[src/rtl/tgsc_pkg.sv]
`default_nettype none
package tgsc_pkg;

	localparam int DEF_MAX_COLS   = 64;
	localparam int DEF_MAX_ROWS   = 64;
	localparam int DEF_COORD_BITS = 24;

	localparam int TYPE_W     = 2;
	localparam int TILE_IDX_W = 6;
	localparam int SHIFT_W    = 5;
	localparam int COUNT_W    = 7;
	localparam int CFG_IDX_W  = 2;
	localparam int CFG_DATA_W = 7;

	localparam logic [TYPE_W-1:0] REQ_WRITE  = 2'd0;
	localparam logic [TYPE_W-1:0] REQ_VSWEEP = 2'd1;
	localparam logic [TYPE_W-1:0] REQ_HSWEEP = 2'd2;
	localparam logic [TYPE_W-1:0] REQ_NONE   = 2'd3;

	localparam logic [CFG_IDX_W-1:0] REG_TILE_SHIFT = 2'd0;
	localparam logic [CFG_IDX_W-1:0] REG_COLS       = 2'd1;
	localparam logic [CFG_IDX_W-1:0] REG_ROWS       = 2'd2;

	localparam logic [SHIFT_W-1:0] SHIFT_RST = 5'd7;
	localparam logic [COUNT_W-1:0] COLS_RST  = 7'd64;
	localparam logic [COUNT_W-1:0] ROWS_RST  = 7'd64;

	typedef struct packed {
		logic clear;
		logic load;
		logic tile_wr;
		logic setup;
		logic issue;
		logic out_load;
	} tgsc_cmd_t;

	typedef struct packed {
		logic clr_last;
		logic scan_empty;
		logic scan_last;
		logic pipe_busy;
	} tgsc_status_t;

	function automatic int in_dw(int cb);
		return ((4 * cb + 2 * TILE_IDX_W + 1 + 7) / 8) * 8;
	endfunction

	function automatic int out_dw(int cb);
		return ((cb + 2 + 7) / 8) * 8;
	endfunction

endpackage
`default_nettype wire

[src/rtl/tgsc_ctrl.sv]
`default_nettype none
module tgsc_ctrl (
	input  wire logic                          clk,
	input  wire logic                          arst_n,
	input  wire logic                          s_tvalid,
	input  wire logic [tgsc_pkg::TYPE_W-1:0]   s_tuser,
	output logic                               s_tready,
	input  wire logic                          m_tready,
	output logic                               m_tvalid,
	input  wire tgsc_pkg::tgsc_status_t        status,
	output tgsc_pkg::tgsc_cmd_t                cmd
);

	import tgsc_pkg::*;

	localparam logic [2:0] ST_CLEAR = 3'd0;
	localparam logic [2:0] ST_IDLE  = 3'd1;
	localparam logic [2:0] ST_SETUP = 3'd2;
	localparam logic [2:0] ST_SCAN  = 3'd3;
	localparam logic [2:0] ST_DRAIN = 3'd4;

	logic [2:0] state_q;
	logic [2:0] state_d;
	logic       out_valid_q;

	always_comb begin
		cmd      = '0;
		state_d  = state_q;
		s_tready = 1'b0;
		unique case (state_q)
			ST_CLEAR: begin
				cmd.clear = 1'b1;
				if (status.clr_last) begin
					state_d = ST_IDLE;
				end
			end
			ST_IDLE: begin
				s_tready = 1'b1;
				if (s_tvalid) begin
					cmd.load = 1'b1;
					case (s_tuser) inside
						REQ_WRITE:              cmd.tile_wr = 1'b1;
						REQ_VSWEEP, REQ_HSWEEP: state_d = ST_SETUP;
						default: ;
					endcase
				end
			end
			ST_SETUP: begin
				cmd.setup = 1'b1;
				state_d   = ST_SCAN;
			end
			ST_SCAN: begin
				if (status.scan_empty) begin
					state_d = ST_DRAIN;
				end else begin
					cmd.issue = 1'b1;
					if (status.scan_last) begin
						state_d = ST_DRAIN;
					end
				end
			end
			ST_DRAIN: begin
				if (!status.pipe_busy && (!out_valid_q || m_tready)) begin
					cmd.out_load = 1'b1;
					state_d      = ST_IDLE;
				end
			end
			default: state_d = ST_CLEAR;
		endcase
	end

	always_ff @(posedge clk or negedge arst_n) begin
		if (!arst_n) begin
			state_q     <= ST_CLEAR;
			out_valid_q <= 1'b0;
		end else begin
			state_q <= state_d;
			if (cmd.out_load) begin
				out_valid_q <= 1'b1;
			end else if (m_tready) begin
				out_valid_q <= 1'b0;
			end
		end
	end

	assign m_tvalid = out_valid_q;

endmodule
`default_nettype wire

[config.mk]
export PLATFORM = sky130hd
export DESIGN_NAME = tgsc_ctrl
export DESIGN_NICKNAME = d
export VERILOG_FILES = /design/src/rtl/tgsc_pkg.sv /design/src/rtl/tgsc_ctrl.sv
export SDC_FILE = /design/constraint.sdc
export NUM_CORES = 1
export LEC_CHECK = 0
export ABC_AREA = 0
export BUFFER_PORTS_ARGS = -buffer_cell sky130_fd_sc_hd__buf_4
export CAP_MARGIN = 30
export CELL_PAD_IN_SITES_DETAIL_PLACEMENT = 1
export CELL_PAD_IN_SITES_GLOBAL_PLACEMENT = 1
export CORE_AREA = 2 2 39 41
export CTS_BUF_LIST = sky130_fd_sc_hd__clkbuf_16
export CTS_CLUSTER_DIAMETER = 30
export DETAILED_ROUTE_END_ITERATION = 10
export DIE_AREA = 0 0 41 43
export HOLD_SLACK_MARGIN = 0.06
export PLACE_DENSITY_LB_ADDON = 0.1
export SETUP_SLACK_MARGIN = 0.15
export SLEW_MARGIN = 40
export SYNTH_ARGS = -nofsm -noshare
export SYNTH_HDL_FRONTEND = slang
export SYNTH_SLANG_ARGS = --single-unit
export TNS_END_PERCENT = 20
[constraint.sdc]
create_clock -name clk -period 1.5 [get_ports clk]
set_input_delay 0.375 -clock clk [delete_from_list [all_inputs] [get_ports clk]]
set_output_delay 0.375 -clock clk [all_outputs]
set_load 0.01 [all_outputs]
==> key figures <==
Worst setup path
  – Arrival @ worst endpoint: 1.29 ns
  – Crit start category: flop
  – Required time of the critical path: 1.12 ns
  – Critical path fanouts, max: 4
  – Critical Path Sink Type: primary output
  – CP Class: reg2out

Routing
  – Post-route ant nets: 0
  – Wire length per cell: 13.2 microns
  – Vias: 365
  – Final Routed Wirelength: 1.07 mm
  – Vias per Instance: 4.51
  – First-pass DRT Iterations: 1
  – DR DRC count: 0
  – 1st-iter DRT viols: 0

STA
  – Final Hold Violating Endpoints: 0
  – Pins Over Slew Limit: 0
  – Worst clock skew: 0.00411 ns
  – Period minus WS final: 1.67 ns
  – Worst setup margin: -0.166 ns
  – Slew Limit Headroom: 0.837
  – Worst-margin pin slew: 0.244 ns
  – Max Freq: 600 MHz
  – Final setup viols: 8
  – Setup TNS: -0.820 ns
  – RSZ-0062 raised after global routing: yes
  – Final period util: 1.11

Hold path
  – Hold Path Class: in2reg

Outcome
  – Run status: complete, but fails checks
  – Violated checks: setup timing

Pwr
  – Power Density: 2230 mW/mm^2
  – Leakage: 0.000345 uW
  – VDD IR max: 1060 uV

Layout
  – Fill count: 157
  – Antenna cells: 0
  – Layout cell share with drive strength beyond 1: 0.662
  – Register Area: 101 sq um
  – NumNets Final: 78
  – Area Growth Syn to Fin: 111%
  – Fin cells: 81
  – Area of the multi-input gates: 226 sq um
  – Most frequent cells in the layout: 27 x buf_4, 3 x clkbuf_16, 3 x dfrtp_1
  – Commonest non-fill, non-tap cell in the layout: buf_4

CTS
  – CTS Buf Count: 3
  – Clock Tree Buf Depth: 2
  – Clk sinks: 4
  – Clock Pin Slew Worst Setup and Hold Paths: 0.03 ns
  – H-tree depth: 1
  – CTS root buffer: clkbuf_16
  – Worst-Skew Late Latency: 0.22 ns
  – TritonCTS clock tree: built

Logic synthesis
  – Largest family of logic cells by synthesized area: simple AND/OR/NAND/NOR gates
  – Unique masters post-synth: 26
  – Post-Synth Simple-Gate Area: 0.373
  – Mapped Area: 319 sq um
  – Post-Synth Adder-Cell Area: 0.0392
  – FF+latch count, synth: 4
  – Mapped Cells: 35
  – Post-synthesis sequential area ratio: 0.314
  – XOR/XNOR Fraction of Synth Area: 0.0275
  – Post-synthesis compound-gate area fraction: 0.114
  – Post-synthesis area per instance: 9.12 sq um
  – Synthesized Nets: 46
  – Yosys warns: 0
  – Post-synthesis mux area share: 0.0353

Die
  – Chip Width: 41 microns
  – Core Area: 0.00138 sq mm
  – Boundary Pins: 18
  – DIE AREA: 0.00176 sq mm
  – Row count: 14
  – Initial Util: 0.231
  – Die height: 43 microns

Global route
  – First-pass GRT wire length: 1.78 mm
  – GRT overflow: 0
  – Vias in the first global route: 414
  – Initial antenna violation count: 0
  – Largest net degree at the start of global routing: 10
  – Gr usage total: 0.150

Place
  – Number of port buffers: 17
  – Placed cell count: 72
  – Detailed Place HPWL: 727 microns
  – Routability-driven placement congestion ratio: 0.691

Run
  – Max_cap viols: 0
==> critical path: stages, from the launching register on <==
cell	delay, ns
dfrtp_1	0.40
buf_12	0.14
nor3b_4	0.22
and3_1	0.19
buf_4	0.12
==> synthesized netlist by cell type <==
cell,n,area share
nor2_1,3,0.035
nand2_2,1,0.020
or4_4,1,0.035
buf_2,1,0.016
xnor2_1,1,0.027
a21oi_1,2,0.031
a211o_1,1,0.027
nand2_1,1,0.012
and3_1,1,0.020
inv_1,2,0.024
ha_1,1,0.039
nor3b_2,1,0.039
a21bo_2,1,0.031
and2_1,1,0.020
nand3b_1,2,0.047
nor3b_1,1,0.024
nor3_1,2,0.031
nor2b_1,1,0.020
nor4_1,1,0.020
mux2_1,1,0.035
o211ai_1,1,0.024
buf_4,1,0.024
dfrtp_1,4,0.31
nand2b_1,1,0.020
nand3_2,1,0.031
buf_6,1,0.035
==> per-stage QoR <==
step / instance area (sq um) / utilization / total power, uW / hold WS (ns) / setup WS (ns)
2_1_floorplan: 329 / - / 618 / 0.0794 / 0.0773
3_3_place_gp: 514 / 0.372 / 864 / 0.173 / -0.0740
3_5_place_dp: 514 / 0.372 / 888 / 0.173 / -0.112
4_1_cts: 631 / 0.456 / 1390 / 0.473 / -0.206
5_1_grt: 674 / 0.487 / 1600 / 0.509 / -0.227
6_report: 674 / 0.487 / 1500 / 0.476 / -0.166
==> worst paths after layout <==
kind | slack [ns] | startpoint | depth (start not counted) | to
min | 0.48 | m_tready | 3 | m_tvalid
min reg2reg | 0.72 | state_q[0] | 2 | state_q[0]
min in group asynchronous | 0.51 | arst_n | 2 | state_q[2]
max | -0.17 | state_q[2] | 4 | cmd[3]
max reg2reg | -0.07 | state_q[2] | 4 | state_q[0]
max in group asynchronous | 0.88 | arst_n | 2 | state_q[1]
==> layer usage <==
layer / track usage / part of all wire
met1: 0.178 / 0.39
met2: 0.247 / 0.57
met3: 0.0157 / 0.040
met4: 0.0800 / 0
met5: 0 / 0
==> where the power goes <==
part | internal (uW) | switching (uW) | total (uW)
Sequential | 160 | 70.5 | 230
Combinational | 511 | 347 | 858
Clock | 341 | 74.8 | 415
Total | 1010 | 493 | 1500
==> layout make-up <==
class / instances / area share
tap: 16 / 0.0297
timing repair buffer: 30 / 0.362
inverter: 2 / 0.0111
clock buffer: 3 / 0.111
sequential: 4 / 0.150
multi-input combinational: 26 / 0.336
==> state kept, by name (all words and copies together), names as in the netlist <==
name	cells
m_tvalid	1
state_q	3
==> logic make-up (layout without fill, tap and decap cells) <==
logic type,after synthesis,count (layout)
fa+ha+maj,1,1
compound gates,5,5
flops,4,4
buf+inv,5,35
simple gates,18,18
xor+xnor,1,1
mux,1,1
==> what timing repair did <==
action / in CTS / in global routing
endpoints found under the setup margin: 9 / 9
cloned: 0 / 0
buffers inserted: 2 / 3
pin swaps: 2 / 5
hold buffers: 1 / 0
resized for setup: 4 / 5
endpoints found under the hold margin: 4 / 0
(Power assumes the default switching activity.)
